[config.mk]
export PLATFORM = sky130hd
export DESIGN_NAME = commit_header_line_parser_unit
export DESIGN_NICKNAME = d
export VERILOG_FILES = /design/src/hw/rtl/chlp_pkg.sv /design/src/hw/rtl/chlp_front.sv /design/src/hw/rtl/chlp_queue.sv /design/src/hw/rtl/chlp_back.sv /design/src/hw/rtl/commit_header_line_parser_unit.sv
export SDC_FILE = /design/constraint.sdc
export NUM_CORES = 1
export LEC_CHECK = 0
export ABC_AREA = 1
export BUFFER_PORTS_ARGS = -buffer_cell sky130_fd_sc_hd__buf_4
export CAP_MARGIN = 20
export CORE_ASPECT_RATIO = 0.9
export CORE_MARGIN = 2
export CORE_UTILIZATION = 40
export DETAILED_ROUTE_END_ITERATION = 12
export PLACE_DENSITY = 0.66
export SETUP_SLACK_MARGIN = 0.4
export SYNTH_ARGS = -nofsm -noshare
export SYNTH_HDL_FRONTEND = slang
export SYNTH_SLANG_ARGS = --single-unit
[constraint.sdc]
create_clock -name clk_i -period 4.85 [get_ports clk_i]
set_input_delay 0.485 -clock clk_i [delete_from_list [all_inputs] [get_ports clk_i]]
set_output_delay 0.485 -clock clk_i [all_outputs]
set_load 0.01 [all_outputs]
[src/hw/rtl/chlp_pkg.sv]
// shared types and constants for the commit header line parser
`timescale 1ns / 1ps
`default_nettype none

package chlp_pkg;

  localparam logic [7:0] NL = 8'h0A;
  localparam logic [7:0] SP = 8'h20;

  localparam int QDepth = 4;
  localparam int QPtrW  = $clog2(QDepth);
  localparam int MaxRes = 3;

  typedef enum logic [2:0] {
    ROLE_FIELD  = 3'd0,
    ROLE_FEND   = 3'd1,
    ROLE_VALUE  = 3'd2,
    ROLE_HEND   = 3'd3,
    ROLE_BSTART = 3'd4,
    ROLE_BODY   = 3'd5,
    ROLE_ERR    = 3'd6
  } role_e;

  typedef struct packed {
    role_e      role;
    logic [7:0] data;
  } res_t;

  // all results caused by one input beat
  typedef struct packed {
    logic [1:0]              cnt;
    res_t [MaxRes-1:0]       res;
    logic                    done;
  } bundle_t;

  typedef struct packed {
    logic full;
    logic empty;
  } qstat_t;

endpackage

`default_nettype wire

[src/hw/rtl/chlp_front.sv]
// front end: phase tracking and classification of each input byte
`timescale 1ns / 1ps
`default_nettype none

module chlp_front import chlp_pkg::*; (
  input  wire logic       clk_i,
  input  wire logic       rst_ni,
  input  wire logic       accept_i,
  input  wire logic [7:0] data_byte_i,
  input  wire logic       object_last_i,
  output bundle_t         bnd_o,
  output logic            push_o
);

  typedef enum logic [5:0] {
    PH_LINE  = 6'b000001,
    PH_FIELD = 6'b000010,
    PH_VALUE = 6'b000100,
    PH_HELD  = 6'b001000,
    PH_BODY  = 6'b010000,
    PH_DROP  = 6'b100000
  } phase_e;

  phase_e phase_q, phase_d;

  always_comb begin
    logic [1:0] n;
    logic       start;
    logic       err;
    bundle_t    b;
    phase_e     nxt;
    n     = 2'd0;
    start = 1'b0;
    err   = 1'b0;
    b     = '0;
    nxt   = phase_q;
    case (phase_q)
      PH_FIELD: begin
        if (data_byte_i == NL) begin
          b.res[n] = '{ROLE_ERR, 8'h00}; n = n + 2'd1;
          nxt = PH_DROP;
          err = 1'b1;
        end else if (data_byte_i == SP) begin
          b.res[n] = '{ROLE_FEND, SP}; n = n + 2'd1;
          nxt = PH_VALUE;
          if (object_last_i) begin
            b.res[n] = '{ROLE_HEND, 8'h00}; n = n + 2'd1;
          end
        end else begin
          b.res[n] = '{ROLE_FIELD, data_byte_i}; n = n + 2'd1;
          if (object_last_i) begin
            b.res[n] = '{ROLE_ERR, 8'h00}; n = n + 2'd1;
          end
        end
      end
      PH_VALUE: begin
        if (data_byte_i == NL) begin
          nxt = PH_HELD;
        end else begin
          b.res[n] = '{ROLE_VALUE, data_byte_i}; n = n + 2'd1;
        end
        if (object_last_i) begin
          b.res[n] = '{ROLE_HEND, 8'h00}; n = n + 2'd1;
        end
      end
      PH_HELD: begin
        if (data_byte_i == SP) begin
          b.res[n] = '{ROLE_VALUE, NL}; n = n + 2'd1;
          b.res[n] = '{ROLE_VALUE, SP}; n = n + 2'd1;
          nxt = PH_VALUE;
          if (object_last_i) begin
            b.res[n] = '{ROLE_HEND, 8'h00}; n = n + 2'd1;
          end
        end else begin
          b.res[n] = '{ROLE_HEND, 8'h00}; n = n + 2'd1;
          start = 1'b1;
        end
      end
      PH_BODY: begin
        b.res[n] = '{ROLE_BODY, data_byte_i}; n = n + 2'd1;
      end
      PH_DROP: begin
        nxt = PH_DROP;
      end
      default: begin
        start = 1'b1;
      end
    endcase

    // first byte of a line
    if (start) begin
      if (data_byte_i == NL) begin
        b.res[n] = '{ROLE_BSTART, 8'h00}; n = n + 2'd1;
        nxt = PH_BODY;
      end else if (data_byte_i == SP) begin
        b.res[n] = '{ROLE_FEND, SP}; n = n + 2'd1;
        nxt = PH_VALUE;
        if (object_last_i) begin
          b.res[n] = '{ROLE_HEND, 8'h00}; n = n + 2'd1;
        end
      end else begin
        b.res[n] = '{ROLE_FIELD, data_byte_i}; n = n + 2'd1;
        nxt = PH_FIELD;
        if (object_last_i) begin
          b.res[n] = '{ROLE_ERR, 8'h00}; n = n + 2'd1;
        end
      end
    end

    if (object_last_i) begin
      nxt = PH_LINE;
    end
    b.cnt  = n;
    b.done = object_last_i | err;
    bnd_o  = b;
    push_o = accept_i && (n != 2'd0);
    phase_d = accept_i ? nxt : phase_q;
  end

  always_ff @(posedge clk_i or negedge rst_ni) begin
    if (!rst_ni) begin
      phase_q <= PH_LINE;
    end else begin
      phase_q <= phase_d;
    end
  end

endmodule

`default_nettype wire

[src/hw/rtl/chlp_queue.sv]
// short queue of result bundles between front and back end
`timescale 1ns / 1ps
`default_nettype none

module chlp_queue import chlp_pkg::*; (
  input  wire logic    clk_i,
  input  wire logic    rst_ni,
  input  wire logic    push_i,
  input  wire bundle_t bnd_i,
  input  wire logic    pop_i,
  output bundle_t      head_o,
  output qstat_t       stat_o
);

  bundle_t            mem_q [QDepth];
  logic [QPtrW-1:0]   wptr_q, wptr_d, rptr_q, rptr_d;
  logic [QPtrW:0]     cnt_q, cnt_d;

  always_comb begin
    wptr_d = push_i ? wptr_q + 1'b1 : wptr_q;
    rptr_d = pop_i ? rptr_q + 1'b1 : rptr_q;
    cnt_d  = cnt_q;
    if (push_i && !pop_i) begin
      cnt_d = cnt_q + 1'b1;
    end else if (pop_i && !push_i) begin
      cnt_d = cnt_q - 1'b1;
    end
  end

  always_ff @(posedge clk_i or negedge rst_ni) begin
    if (!rst_ni) begin
      wptr_q <= '0;
      rptr_q <= '0;
      cnt_q  <= '0;
    end else begin
      wptr_q <= wptr_d;
      rptr_q <= rptr_d;
      cnt_q  <= cnt_d;
    end
  end

  always_ff @(posedge clk_i) begin
    if (push_i) begin
      mem_q[wptr_q] <= bnd_i;
    end
  end

  assign head_o       = mem_q[rptr_q];
  assign stat_o.full  = (cnt_q == (QPtrW+1)'(QDepth));
  assign stat_o.empty = (cnt_q == '0);

endmodule

`default_nettype wire

[src/hw/rtl/chlp_back.sv]
// back end: walks a bundle one result per cycle into the output register, while the receiver takes the results
`timescale 1ns / 1ps
`default_nettype none

module chlp_back import chlp_pkg::*; (
  input  wire logic    clk_i,
  input  wire logic    rst_ni,
  input  wire bundle_t head_i,
  input  wire qstat_t  stat_i,
  output logic         pop_o,
  output logic         out_valid_o,
  input  wire logic    out_ready_i,
  output logic [2:0]   role_o,
  output logic [7:0]   out_byte_o,
  output logic         run_last_o,
  output logic         object_done_o
);

  logic [1:0] idx_q, idx_d;
  logic       vld_q, vld_d;
  role_e      role_q, role_d;
  logic [7:0] byte_q, byte_d;
  logic       rl_q, rl_d;
  logic       od_q, od_d;
  logic       load;
  logic       final_res;

  assign load      = (!vld_q || out_ready_i) && !stat_i.empty;
  assign final_res = (idx_q == head_i.cnt - 2'd1);
  assign pop_o     = load && final_res;

  always_comb begin
    idx_d  = idx_q;
    vld_d  = vld_q;
    role_d = role_q;
    byte_d = byte_q;
    rl_d   = rl_q;
    od_d   = od_q;
    if (load) begin
      vld_d  = 1'b1;
      role_d = head_i.res[idx_q].role;
      byte_d = head_i.res[idx_q].data;
      rl_d   = final_res;
      od_d   = final_res && head_i.done;
      idx_d  = final_res ? 2'd0 : idx_q + 2'd1;
    end else if (out_ready_i) begin
      vld_d = 1'b0;
    end
  end

  always_ff @(posedge clk_i or negedge rst_ni) begin
    if (!rst_ni) begin
      idx_q <= 2'd0;
      vld_q <= 1'b0;
    end else begin
      idx_q <= idx_d;
      vld_q <= vld_d;
    end
  end

  always_ff @(posedge clk_i) begin
    role_q <= role_d;
    byte_q <= byte_d;
    rl_q   <= rl_d;
    od_q   <= od_d;
  end

  assign out_valid_o   = vld_q;
  assign role_o        = role_q;
  assign out_byte_o    = byte_q;
  assign run_last_o    = rl_q;
  assign object_done_o = od_q;

endmodule

`default_nettype wire

[src/hw/rtl/commit_header_line_parser_unit.sv]
// top level of the commit header line parser
// path: an accepted input beat is written to the bundle queue, then its results are loaded into the output register
// throughput: one input beat per cycle while each byte gives at most one result and
//   the receiver does not stall; a byte giving k results holds the output stage while
//   they leave the single result register one by one; a four-entry bundle queue absorbs such bursts
// reset: phase returns to line start, queue empties, output goes invalid
`timescale 1ns / 1ps
`default_nettype none

module commit_header_line_parser_unit import chlp_pkg::*; (
  input  wire logic       clk_i,
  input  wire logic       rst_ni,
  input  wire logic       in_valid_i,
  output logic            in_ready_o,
  input  wire logic [7:0] data_byte_i,
  input  wire logic       object_last_i,
  output logic            out_valid_o,
  input  wire logic       out_ready_i,
  output logic [2:0]      role_o,
  output logic [7:0]      out_byte_o,
  output logic            run_last_o,
  output logic            object_done_o
);

  bundle_t bnd;
  bundle_t head;
  qstat_t  stat;
  logic    push;
  logic    pop;
  logic    accept;

  assign in_ready_o = !stat.full;
  assign accept     = in_valid_i && in_ready_o;

  chlp_front u_front (
    .clk_i         (clk_i),
    .rst_ni        (rst_ni),
    .accept_i      (accept),
    .data_byte_i   (data_byte_i),
    .object_last_i (object_last_i),
    .bnd_o         (bnd),
    .push_o        (push)
  );

  chlp_queue u_queue (
    .clk_i  (clk_i),
    .rst_ni (rst_ni),
    .push_i (push),
    .bnd_i  (bnd),
    .pop_i  (pop),
    .head_o (head),
    .stat_o (stat)
  );

  chlp_back u_back (
    .clk_i         (clk_i),
    .rst_ni        (rst_ni),
    .head_i        (head),
    .stat_i        (stat),
    .pop_o         (pop),
    .out_valid_o   (out_valid_o),
    .out_ready_i   (out_ready_i),
    .role_o        (role_o),
    .out_byte_o    (out_byte_o),
    .run_last_o    (run_last_o),
    .object_done_o (object_done_o)
  );

endmodule

`default_nettype wire

Word level (Yosys, flattened, before mapping)
Memories as Yosys holds them, arrays and structs flattened.
Cells that the tools add are included.
{"block": "op_classes", "add_sub_neg": 9, "n_lt_le_gt_ge": 7, "n_eq_ne": 10, "mux": 57, "n_bitwise": 16, "reduce_logical": 23}
{"operator": "two-way mux 33 bit", "count": 6}
{"operator": "inverter 27 bit", "count": 4}
{"operator": "two-way mux 11 bit", "count": 8}
{"operator": "bitwise AND 27 bit", "count": 3}
{"operator": "demux 11 bit (select 2 bit)", "count": 3}
{"operator": "two-way mux 22 bit", "count": 2}
{"operator": "one-hot mux 11 bit (4 select lines)", "count": 1}
{"operator": "two-way mux 6 bit", "count": 6}
{"operator": "bitwise mux 33 bit", "count": 1}
{"operator": "one-hot mux 11 bit (3 select lines)", "count": 1}
{"operator": "bitwise AND 30 bit", "count": 1}
{"operator": "inverter 30 bit", "count": 1}
{"operator": "bitwise AND 9 x 27 -> 27 bit", "count": 1}
{"operator": "one-hot mux 6 bit (4 select lines)", "count": 1}
{"operator": "binary-select mux 11 bit (select 2 bit)", "count": 1}
{"operator": "one-hot mux 11 bit (2 select lines)", "count": 1}
{"operator": "two-way mux 10 bit", "count": 2}
{"operator": "two-way mux 2 bit", "count": 9}
{"operator": "bitwise OR 6 bit", "count": 3}
{"operator": "adder 2 x 1 -> 2 bit, second input constant", "count": 6}
{"operator": "less-than comparator 2 x 3 -> 1 bit, second input constant", "count": 4}
{"operator": "logical AND 1 bit", "count": 10}
{"operator": "two-way mux 1 bit", "count": 9}
{"operator": "two-way mux 3 bit", "count": 3}
{"operator": "27 further kinds", "count": 35}
{"block": "word_totals", "reg_bits": 29, "ram_bits": 144, "inputBits": 13, "out_inout_bits": 15, "word_cells": 133, "mem_count": 1}
{"memory": "u_queue.mem_q", "words": 4, "word_bits": 36, "read_ports": 1, "rd_clocked_by_memory_dff": 0, "wr": 1, "line": "chlp_queue.sv:15", "rtl": "bundle_t mem_q [QDepth];"}

Depth between registers and ports, before layout
Gate-level depths: netlist (run 1).
{"block": "logic_depth", "depth_word": 17, "ltp_mapped": 28, "mapped_depth_nobuf": 27}

By module
Synthesis (run 1) repeated with hierarchy kept, for this count alone.
{"block": "unflattened", "hier_cells": 816, "hier_area_um2": 8408.1}
{"mod": "chlp_queue", "n_inst": 1, "cells_each": 467, "area_per_inst_um2": 6158.4, "seq_area_each_um2": 4499.3}
{"mod": "chlp_front", "n_inst": 1, "cells_each": 247, "area_per_inst_um2": 1395.1, "seq_area_each_um2": 151.4}
{"mod": "chlp_back", "n_inst": 1, "cells_each": 99, "area_per_inst_um2": 840.8, "seq_area_each_um2": 465.4}
{"mod": "commit_header_line_parser_unit", "n_inst": 1, "cells_each": 3, "area_per_inst_um2": 13.8, "seq_area_each_um2": 0.0}

Least setup slack after synthesis (run 1)
No wires, ideal clock.
{"block": "synth_path", "path_type": "in2reg", "from": "input port data_byte_i[0]", "to": "memory u_queue.mem_q[0][0] (netlist bit), enable pin", "setup_time_ns": 0.429, "t_arrival_ns": 4.150, "required_ns": 4.421, "slack_ns": 0.271, "path_stages": 20, "n_path_buf": 1, "cell_sequence": "inv_1 > nand2_1 > nor3_1 > nand2_1 > clkbuf_1 > ha_1 > nand4_1 > nand2_1 > nor2_1 > ha_1 > o21ai_0 > nand2_1 > nand2_1 > nand2_1 > inv_1 > nand2_1 > nand2_2 > nand3_4 > nand2_4 > nor2_1"}
{"block": "synth_between", "elab_chain_len": 15, "word_cells_on_any_way": 20, "classes_between": "add/sub: 3; eq/ne: 2; mux: 13; reduce/logical: 2"}
{"item": "from (decl)", "line": "commit_header_line_parser_unit.sv:15", "rtl": "input wire logic [7:0] data_byte_i,"}
{"item": "== test 8 x 4 -> 1 bit", "line": "chlp_front.sv:39, chlp_front.sv:57, chlp_front.sv:92"}
{"item": "two-way mux 1 bit", "line": "chlp_front.sv:57", "rtl": "if (data_byte_i == NL) begin"}
{"item": "two-way mux 2 bit", "line": "chlp_front.sv:37", "rtl": "case (phase_q)"}
{"item": "adder 2 x 1 -> 2 bit", "line": "chlp_front.sv:63", "rtl": "b.res[n] = '{ROLE_HEND, 8'h00}; n = n + 2'd1;"}
{"item": "two-way mux 2 bit", "line": "chlp_front.sv:62", "rtl": "if (object_last_i) begin"}
{"item": "one-hot mux 2 bit (4 select lines)", "line": "chlp_front.sv:37"}
{"item": "adder 2 x 1 -> 2 bit", "line": "chlp_front.sv:93, chlp_front.sv:96, chlp_front.sv:102"}
{"item": "adder 2 x 1 -> 2 bit", "line": "chlp_front.sv:99, chlp_front.sv:105"}
{"item": "two-way mux 2 bit", "line": "chlp_front.sv:98, chlp_front.sv:104"}
{"item": "two-way mux 2 bit", "line": "chlp_front.sv:92", "rtl": "if (data_byte_i == NL) begin"}
{"item": "two-way mux 2 bit (*)", "line": "chlp_front.sv:91", "rtl": "if (start) begin"}
{"item": "nonzero test 2 bit (*)", "line": "chlp_front.sv:116", "rtl": "push_o = accept_i && (n != 2'd0);"}
{"item": "logical AND 1 bit (*)", "line": "chlp_front.sv:116"}
{"item": "two-way mux 1 bit (*)", "line": "chlp_queue.sv:43", "rtl": "if (push_i) begin"}
{"item": "two-way mux 1 bit (implied by the code) (*)", "line": "chlp_queue.sv:44", "rtl": "mem_q[wptr_q] <= bnd_i;"}
{"item": "to (decl)", "line": "chlp_queue.sv:15"}
Every way passes the cells marked *; elsewhere a longest branch is shown, timed or not. The select of a mux whose other input is x is not followed.

Worst setup path in the final report (run 1)
{"block": "layout_path", "from": "input port data_byte_i[0]", "to": "register u_queue.cnt_q[2]"}
{"block": "layout_between", "elab_chain_len": 16, "word_cells_on_any_way": 23, "classes_between": "add/sub: 3; eq/ne: 2; mux: 12; reduce/logical: 6"}
{"item": "== test 8 x 4 -> 1 bit", "line": "chlp_front.sv:39, chlp_front.sv:57, chlp_front.sv:92"}
{"item": "two-way mux 1 bit", "line": "chlp_front.sv:57"}
{"item": "two-way mux 2 bit", "line": "chlp_front.sv:37"}
{"item": "adder 2 x 1 -> 2 bit", "line": "chlp_front.sv:63"}
{"item": "two-way mux 2 bit", "line": "chlp_front.sv:62"}
{"item": "one-hot mux 2 bit (4 select lines)", "line": "chlp_front.sv:37"}
{"item": "adder 2 x 1 -> 2 bit", "line": "chlp_front.sv:93, chlp_front.sv:96, chlp_front.sv:102"}
{"item": "adder 2 x 1 -> 2 bit", "line": "chlp_front.sv:99, chlp_front.sv:105"}
{"item": "two-way mux 2 bit", "line": "chlp_front.sv:98, chlp_front.sv:104"}
{"item": "two-way mux 2 bit", "line": "chlp_front.sv:92"}
{"item": "two-way mux 2 bit (*)", "line": "chlp_front.sv:91"}
{"item": "nonzero test 2 bit (*)", "line": "chlp_front.sv:116"}
{"item": "logical AND 1 bit (*)", "line": "chlp_front.sv:116"}
{"item": "named net push", "line": "commit_header_line_parser_unit.sv:28", "rtl": "logic push;"}
{"item": "logical NOT 1 bit", "line": "chlp_queue.sv:25", "rtl": "end else if (pop_i && !push_i) begin"}
{"item": "logical AND 1 bit", "line": "chlp_queue.sv:25"}
{"item": "nonzero test 2 bit (no source line)"}
{"item": "to (signal assigned)", "line": "chlp_queue.sv:38", "rtl": "cnt_q <= cnt_d;"}
{"item": "to (decl)", "line": "chlp_queue.sv:17", "rtl": "logic [QPtrW:0] cnt_q, cnt_d;"}
Mark *: on every way through the listed nets, which the timed path passes. The rest lies on a longest branch. The select of a mux whose other input is x is not followed.
A chain may end at the register's enable or synchronous reset.

==> results_dict.tcl, run 1 <==
set metrics [dict create \
    finalCritPeriodShare_pct 82.1 \
    drc 0 \
    route.vias.total 5356 \
    fillers 1744 \
    use_met2_pct 27.4 \
    slowest_delay_ns 0.43 \
    io_pins 28 \
    synth_edf_count 157 \
    post_cts_buffers 0 \
    powerDensity_mw_per_mm2 653 \
    critPathBufInv 6 \
    synth_adder_area_share_pct 2.49 \
    timing.final.hold_violations 0 \
    synth_top_family_by_area "simple AND/OR/NAND/NOR gates" \
    final_cell_mix "edfxtp_1 (157), nor2_1 (104), o21ai_0 (91)" \
    max_freq_mhz 251 \
    htree_levels 4 \
    cpMaxStageDelayCell "fa_1" \
    synth-simple-area-share_pct 15.1 \
    finalClockSkew_ns 0.00960 \
    dr.pass1.iters 5 \
    setup_viol 0 \
    final_max_slew_viol_count 0 \
    finalNetCount 759 \
    startpoint "data_byte_i[0]" \
    crit_top_cell "nand2_1" \
    clock-sinks 173 \
    synthFlopType "edfxtp_1" \
    status "complete, no violations" \
    cts_buffer_depth 2 \
    ys_types 40 \
    yosys_register_bits 173 \
    hold_path.class "in2reg" \
    synth_warnings 0 \
    max_slew_margin_pct 49.2 \
    antenna_cells 0 \
    antenna_left 0 \
    grt_antenna_before_repair 0 \
    regArea_sq_mm 0.00512 \
    yosys-mux-area-fraction_pct 0 \
    use_met1_pct 25.9 \
    coreArea_sq_mm 0.0192 \
    r2r_start "u_front.phase_q[2]" \
    synth_fp_nets 728 \
    initialDrtViolationCount 434 \
    peakVddDrop_v 0.000318 \
    cts_buffers 17 \
    die_y_um 137 \
    cp-end-kind "register" \
    critPathKind "in2reg" \
    worst_setup_path_start_kind "primary input" \
    grt_pass1_vias 5038 \
    cts.reportedPaths.clkPinSlew_ns 0.06 \
    tightest_slew_ns 0.761 \
    cts_root_buf "clkbuf_16" \
    syn_avg_cell_area_sq_um 11.2 \
    path_max_fanout 8 \
    overflow 0 \
    multi_input_area_sq_mm 0.00242 \
    ys_seq_area_share_pct 65.2 \
    syn_area_sq_mm 0.00785 \
    p_leak_nw 3.41 \
    rsz0062_at_grt "false" \
    io_buffers 27 \
    syn_inst 700 \
    vias_per_cell 5.39 \
    utilization_pct 46.9 \
    cap_violations 0 \
    synth-xor-area-share_pct 0.670 \
    tns_ns 0 \
    drive_gt1_share_pct 14.7 \
    syn2layout_area_growth_pct 14.8 \
    place.gp.congestion 0.936 \
    clk_latency_ns 0.43 \
    dp_hpwl_um 11000 \
    grt_usage_pct 18.0 \
    final_common_cell "edfxtp_1" \
    cts_tree "done" \
    synthArstFlopShare_pct 9.25 \
    synth_compound_area_share_pct 12.1 \
    std_cell_rows 48 \
    cts_resized 0 \
    start_util_pct 40.8 \
    cp_data_arrival_time_ns 4.29 \
    grt_first_pass_wirelength_um 27800 \
    busiest_layer "met2" \
    met3_usage_pct 4.57 \
    wl_um 17700 \
    fin_crit_ns 3.98 \
    post_drt_wl_per_cell_um 17.8 \
    die_w_um 152 \
    die-area_sq_mm 0.0208 \
    critPathTopFamily "simple AND/OR/NAND/NOR gates" \
    critPathRequiredTime_ns 5.16 \
    grt_max_degree 70 \
    worstHoldStart "out_ready_i" \
]
==> state kept, by name, indices dropped and copies added, names as in the netlist <==
register,flops
u_queue.mem_q,144
u_back.out_byte_o,8
u_front.phase_q,6
u_back.role_o,3
u_queue.cnt_q,3
u_back.idx_q,2
u_queue.rptr_q,2
u_queue.wptr_q,2
u_back.object_done_o,1
u_back.out_valid_o,1
u_back.run_last_o,1
==> cell type report <==
class                           instances  area share, %
Clock buffer                           23           5.31
Clock inverter                          9           1.46
Inverter                               57           2.38
Multi-Input combinational cell        440           26.9
Sequential cell                       173           56.8
Tap cell                              250           3.47
Timing Repair Buffer                   42           3.67
==> synth_stat cells (7+ instances only) <==
library cell / number / area, sq um
nand3_1: 19 / 95.1
o221ai_1: 17 / 149
dfrtp_1: 15 / 375
o22ai_1: 19 / 119
a21oi_1: 10 / 50.1
nand2_2: 7 / 43.8
nand2_1: 84 / 315
nand4_1: 7 / 43.8
nor2_1: 108 / 405
ha_1: 14 / 175
clkbuf_1: 23 / 86.3
inv_1: 50 / 188
nor3_1: 11 / 55.1
o21ai_0: 91 / 455
edfxtp_1: 157 / 4710
==> cell families after synthesis <==
family,count (synthesis)
flops,173
simple gates,258
fa+ha+maj,15
buf+inv,87
xor+xnor,6
compound gates,161
==> report_power, final <==
group	total [mW]	leakage (nW)	internal, mW	switching (mW)
combinational	2.19	1.43	0.668	1.52
sequential	2.31	1.68	2.18	0.131
clock	1.38	0.292	0.852	0.530
total	5.88	3.41	3.70	2.18
==> repair_timing <==
| action | CTS | global route |
|---|---|---|
| endpoints found under the setup margin | 0 | 0 |
| hold endpoints to repair | 15 | 0 |
| hold buffers | 1 | 0 |
==> per-layer routing <==
layer	vias up	routed length, um
li1	2558	-
met1	2563	8090
met2	217	8030
met3	18	1450
met4	0	163
met5	-	0
==> final timing paths <==
check | to | slack [ns] | depth (start not counted)
max in group asynchronous | u_front.phase_q[0] | 4.12 | 2
min reg2reg | u_front.phase_q[0] | 0.50 | 2
max reg2reg | u_queue.cnt_q[2] | 1.29 | 22
max | u_queue.cnt_q[2] | 0.87 | 27
min | u_back.out_valid_o | 0.26 | 2
min in group asynchronous | u_front.phase_q[3] | 0.47 | 2
==> worst reg2reg max path, delay by kind of cell, from the launching register on <==
kind	cells	cell delay (ns)
xor gates and xnor gates	1	0.15
DFF	1	0.44
adders and majority gates	3	0.79
AOI/OAI and AO/OA	3	0.37
and+or+nand+nor	11	1.34
buffers and inverters	4	0.35
==> through the flow <==
stage | hold WS [ns] | worst slack [ns] | area [sq um] | total power, mW | cells
2_1_floorplan | 0.189 | 0.271 | 7850 | 3.80 | 700
3_3_place_gp | 0.367 | 0.575 | 8390 | 4.50 | 961
3_5_place_dp | 0.367 | 0.528 | 8390 | 4.52 | 961
4_1_cts | 0.251 | 0.966 | 9010 | 5.90 | 994
5_1_grt | 0.253 | 0.431 | 9010 | 6.26 | 994
6_report | 0.257 | 0.870 | 9010 | 5.88 | 994
Power figures use the tool's default switching activity.
==> run 2: changes to the inputs <==
--- a/config.mk
+++ b/config.mk
@@ -5,14 +5,14 @@
 export SDC_FILE = /design/constraint.sdc
 export NUM_CORES = 1
 export LEC_CHECK = 0
-export ABC_AREA = 1
+export ABC_AREA = 0
 export BUFFER_PORTS_ARGS = -buffer_cell sky130_fd_sc_hd__buf_4
 export CAP_MARGIN = 20
 export CORE_ASPECT_RATIO = 0.9
 export CORE_MARGIN = 2
 export CORE_UTILIZATION = 40
 export DETAILED_ROUTE_END_ITERATION = 12
-export PLACE_DENSITY = 0.66
+export PLACE_DENSITY = 0.68
 export SETUP_SLACK_MARGIN = 0.4
 export SYNTH_ARGS = -nofsm -noshare
 export SYNTH_HDL_FRONTEND = slang
==> constraint.sdc (replaced) <==
create_clock -name clk_i -period 3.4 [get_ports clk_i]
set_input_delay 0.34 -clock clk_i [delete_from_list [all_inputs] [get_ports clk_i]]
set_output_delay 0.34 -clock clk_i [all_outputs]
set_load 0.01 [all_outputs]
==> results_dict.tcl, run 2 <==
set metrics [dict create \
    status "complete, but fails checks" \
    violations "negative setup slack" \
    cp-end-kind "register" \
    post_drt_wl_per_cell_um 24.0 \
    drc 0 \
    die-area_sq_mm 0.0202 \
    clock-sinks 173 \
    cts_buffers 17 \
    max_freq_mhz 291 \
    utilization_pct 52.4 \
    clk_latency_ns 0.44 \
    dr.pass1.iters 6 \
    yosys-top-cells-count "edfxtp_1 (157), mux4_2 (36), and2_1 (22), o21ai_0 (22), inv_1 (21)" \
    coreArea_sq_mm 0.0186 \
    synth_edf_count 157 \
    dp_hpwl_um 10700 \
    ys_types 61 \
    synth_fp_nets 495 \
    cts_root_buf "clkbuf_16" \
    io_pins 28 \
    antenna_cells 0 \
    drive_gt1_share_pct 38.9 \
    cp_data_arrival_time_ns 3.58 \
    fin_crit_ns 3.44 \
    initialDrtViolationCount 445 \
    rsz0062_at_grt "true" \
    critPathBufInv 3 \
    synthArstFlopShare_pct 9.25 \
    finalCritPeriodShare_pct 101 \
    setup_viol 54 \
    grt_first_pass_wirelength_um 28500 \
    path_cells "or4_4, or3b_4, o221a_4, ha_4, a21oi_2, o211a_1, a311oi_4, buf_4, buf_6, and2_4, clkbuf_16" \
    setup_slack_ns -0.0387 \
    wl_um 19700 \
    syn2layout_area_growth_pct 27.4 \
    finalNetCount 588 \
    fillers 1511 \
    critPathTopFamily "simple AND/OR/NAND/NOR gates" \
    std_cell_rows 47 \
    synth_warnings 0 \
    place.gp.congestion 0.925 \
    max_slew_margin_pct 51.1 \
    timing.final.hold_violations 0 \
    final_cell_mix "edfxtp_1 (157), buf_4 (68), mux4_2 (36)" \
    overflow 0 \
    slowest_delay_ns 0.54 \
    die_w_um 150 \
    regMostFlops "u_queue.mem_q" \
    ys_seq_area_share_pct 67.0 \
    hold_path.class "in2reg" \
    path_max_fanout 9 \
    largest_register_ffs 144 \
    finalClockSkew_ns 0.0154 \
    syn_avg_cell_area_sq_um 16.4 \
    yosysTopAreaCell "edfxtp_1" \
    p_leak_nw 3.58 \
    grt_pass1_vias 4823 \
    cts_buffer_depth 2 \
    yosysMostFrequentCell "edfxtp_1" \
    htree_levels 4 \
    critPathRequiredTime_ns 3.55 \
    final_max_slew_viol_count 0 \
    final_common_cell "edfxtp_1" \
    tightest_slew_ns 0.733 \
    peakVddDrop_v 0.000377 \
    critPathKind "reg2reg" \
    cap_violations 0 \
    powerDensity_mw_per_mm2 850 \
    yosys-top-cells-area "edfxtp_1 (62%), mux4_2 (11%), dfrtp_1 (4.9%)" \
    vias_per_cell 5.70 \
    die_y_um 135 \
    cts_tree "done" \
    cts.reportedPaths.clkPinSlew_ns 0.07 \
    start_util_pct 41.1 \
    grt_usage_pct 19.6 \
    syn_area_sq_mm 0.00764 \
    grt_max_degree 35 \
    route.vias.total 4663 \
    synth_top_area_share_pct 61.7 \
    synthFlopType "edfxtp_1" \
    worst_setup_path_start_kind "register" \
    fin_hold_ws_ns 0.124 \
    yosys_register_bits 173 \
    cpMaxStageDelayCell "or4_4" \
    antenna_left 0 \
    io_buffers 27 \
    grt_antenna_before_repair 0 \
    syn_inst 467 \
]
[run 2: cell types whose count changed after synthesis, moves of 8 or more]
cell / before / now
nand2_1: 84 / 20
mux2i_1: 0 / 13
inv_1: 50 / 21
and2_1: 0 / 22
nand3_1: 19 / 8
o21ai_0: 91 / 22
mux4_2: 0 / 36
clkbuf_1: 23 / 15
o221ai_1: 17 / 2
and3_1: 0 / 9
nor2_1: 108 / 15
[run 2: timing repair]
| item | CTS | global route |
|---|---|---|
| endpoints found under the setup margin | 183 | 225 |
| cloned | 6 | 13 |
| endpoints found under the hold margin | 15 | 0 |
| setup buffers | 7 | 2 |
| gates resized for setup | 28 | 25 |
| pin swaps | 7 | 13 |
| hold buffers | 1 | 0 |
[run 2: per-stage QoR]
stage / power, mW / setup slack [ns] / setup TNS [ns] / cell area (sq um) / cells
CTS: 8.03 / -0.0328 / -0.453 / 9390 / 803
global route: 8.66 / -0.103 / -8.59 / 9730 / 818
finish: 8.27 / -0.0387 / -0.704 / 9730 / 818
global placement: 5.79 / 0.0285 / 0 / 8520 / 757
detailed placement: 5.89 / -0.105 / -0.592 / 8520 / 757
floorplan: 4.93 / -0.0876 / -10.75 / 7760 / 467
[run 2: path summary, 6_finish.rpt]
check                                    from  slack (ns)                    to  cells after the start
setup / recovery           u_front.phase_q[1]       -0.04  u_queue.mem_q[3][26]                     11
hold / removal                    out_ready_i        0.12    u_back.out_valid_o                      2
setup reg to reg           u_front.phase_q[1]       -0.04  u_queue.mem_q[3][26]                     11
hold reg to reg              u_queue.cnt_q[2]        0.52      u_queue.cnt_q[2]                      1
max in group asynchronous              rst_ni        2.83    u_front.phase_q[0]                      2
min in group asynchronous              rst_ni        0.31     u_queue.wptr_q[1]                      2
[run 2: kinds of logic after synthesis]
family | synth area share (%)
multiplexers | 12.7
adder cells (fa/ha/maj) | 2.56
XOR/XNOR | 1.26
flip-flops | 67.0
buffers and inverters | 2.19
AND/OR/NAND/NOR | 7.37
AO/OA/AOI/OAI | 6.98
[run 2: per-layer routing]
| metal | up-vias | share of wire, % | track usage, % |
|---|---|---|---|
| li1 | 2034 | - | - |
| met1 | 2392 | 41 | 25.1 |
| met2 | 206 | 49 | 31.9 |
| met3 | 31 | 7.1 | 5.98 |
| met4 | 0 | 2.1 | 6.87 |
| met5 | - | 0 | 0 |
[run 2: report_power, final]
part	leakage [nW]	total (mW)	internal, mW	switching [mW]
Combinational	1.61	3.26	1.59	1.67
Clock	0.275	1.86	1.02	0.841
Sequential	1.69	3.15	2.98	0.176
[run 2: cell type report]
cell class,count,area [sq um],area share [%]
sequential,173,5120,52.6
multi-input combinational,250,2580,26.5
timing repair buffer,96,1080,11.1
clock buffer,17,425,4.37
tap,245,307,3.15
clock inverter,15,136,1.40
inverter,22,85.1,0.874
==> run 3: changes to the inputs <==
--- a/config.mk
+++ b/config.mk
@@ -12,7 +12,7 @@
 export CORE_MARGIN = 2
 export CORE_UTILIZATION = 40
 export DETAILED_ROUTE_END_ITERATION = 12
-export PLACE_DENSITY = 0.68
+export PLACE_DENSITY = 0.66
 export SETUP_SLACK_MARGIN = 0.4
 export SYNTH_ARGS = -nofsm -noshare
 export SYNTH_HDL_FRONTEND = slang
==> constraint.sdc (replaced) <==
create_clock -name clk_i -period 4.1 [get_ports clk_i]
set_input_delay 0.41 -clock clk_i [delete_from_list [all_inputs] [get_ports clk_i]]
set_output_delay 0.41 -clock clk_i [all_outputs]
set_load 0.01 [all_outputs]
==> results_dict.tcl, run 3 (same netlist as run 2, synthesis figures left out) <==
set metrics [dict create \
    cts_buffers 17 \
    rsz0062_at_grt "true" \
    max_freq_mhz 265 \
    critPathRequiredTime_ns 4.14 \
    cap_violations 0 \
    powerDensity_mw_per_mm2 692 \
    utilization_pct 49.0 \
    dr.pass1.iters 5 \
    setup_viol 0 \
    cts.reportedPaths.clkPinSlew_ns 0.07 \
    tightest_slew_ns 1.05 \
    final_common_cell "edfxtp_1" \
    io_pins 28 \
    fin_crit_ns 3.77 \
    start_util_pct 41.1 \
    worst_setup_path_start_kind "register" \
    p_leak_nw 3.33 \
    largest_register_ffs 144 \
    grt_usage_pct 17.7 \
    cts_buffer_depth 2 \
    die_w_um 150 \
    antenna_cells 0 \
    regMostFlops "u_queue.mem_q" \
    hold_path.class "in2reg" \
    initialDrtViolationCount 432 \
    path_max_fanout 36 \
    critPathBufInv 1 \
    finalClockSkew_ns 0.0112 \
    status "complete, no violations" \
    cpMaxStageDelayCell "and2_2" \
    cts_tree "done" \
    max_slew_margin_pct 29.7 \
    peakVddDrop_v 0.000320 \
    post_drt_wl_per_cell_um 21.2 \
    drive_gt1_share_pct 31.5 \
    slowest_delay_ns 0.88 \
    dp_hpwl_um 10700 \
    syn2layout_area_growth_pct 19.2 \
    path_cells "or4_4, or3b_4, buf_6, nor2_4, a21oi_4, ha_4, a21oi_2, o211a_1, a311oi_4, and2_2" \
    critPathKind "reg2reg" \
    final_cell_mix "edfxtp_1 (157), buf_4 (68), mux4_2 (36)" \
    critPathTopFamily "simple AND/OR/NAND/NOR gates" \
    htree_levels 4 \
    std_cell_rows 47 \
    drc 0 \
    grt_pass1_vias 4573 \
    dp.cells 740 \
    clk_latency_ns 0.42 \
    overflow 0 \
    clock-sinks 173 \
    cp-end-kind "register" \
    timing.final.hold_violations 0 \
    die_y_um 135 \
    io_buffers 27 \
    route.vias.total 4341 \
    fin_cells 795 \
    coreArea_sq_mm 0.0186 \
    tns_ns 0 \
    final_max_slew_viol_count 0 \
    wl_um 16900 \
    cp_data_arrival_time_ns 3.81 \
    vias_per_cell 5.46 \
    grt_antenna_before_repair 0 \
    finalCritPeriodShare_pct 92.1 \
    place.gp.congestion 0.896 \
    grt_first_pass_wirelength_um 26300 \
    grt_max_degree 37 \
    die-area_sq_mm 0.0202 \
    antenna_left 0 \
    finalNetCount 565 \
    cts_root_buf "clkbuf_16" \
]
==> run 3: what timing repair did <==
action,4_1_cts,5_1_grt
setup endpoints to repair,146,154
endpoints found under the hold margin,15,0
pin swaps,9,10
gates cloned,0,0
resized for setup,6,8
buffers inserted,18,4
hold buffers,1,0
==> run 3: per-layer routing <==
layer	vias up	global-route usage, %	share of wire (%)
met1	2223	23.6	44
met2	121	29.5	49
met5	-	0	0
met3	24	3.68	4.7
li1	1973	-	-
met4	0	5.45	1.4
==> run 3: cell type report <==
cell class	count	area, sq um
clock inverter	15	151
clock buffer	17	425
fill	1549	9480
tap	245	307
sequential	173	5120
timing repair buffer	73	569
multi-input combinational	250	2450
inverter	22	85.1
==> run 3: through the flow <==
step           hold slack, ns  instance area, sq um  total power, mW  worst slack [ns]
3_5_place_dp            0.290                  8280             4.76            0.0570
2_1_floorplan           0.114                  7700             4.05             0.406
4_1_cts                 0.202                  9040             6.36             0.295
6_report                0.209                  9100             6.30             0.326
3_3_place_gp            0.287                  8280             4.67             0.180
5_1_grt                 0.221                  9100             6.65             0.163
==> run 3: where the power goes <==
part,internal [mW],switching (mW)
Clock,0.856,0.705
Combinational,0.951,1.17
Sequential,2.48,0.141
Total,4.28,2.02
==> run 3: worst paths after layout <==
kind / startpoint / endpoint / slack [ns] / depth (start not counted)
max: u_front.phase_q[4] / u_queue.mem_q[2][28] / 0.33 / 10
min: out_ready_i / u_back.out_valid_o / 0.21 / 2
max reg2reg: u_front.phase_q[4] / u_queue.mem_q[2][28] / 0.33 / 10
min reg2reg: u_front.phase_q[0] / u_front.phase_q[0] / 0.51 / 2
max in group asynchronous: rst_ni / u_front.phase_q[0] / 3.46 / 2
min in group asynchronous: rst_ni / u_front.phase_q[2] / 0.38 / 2
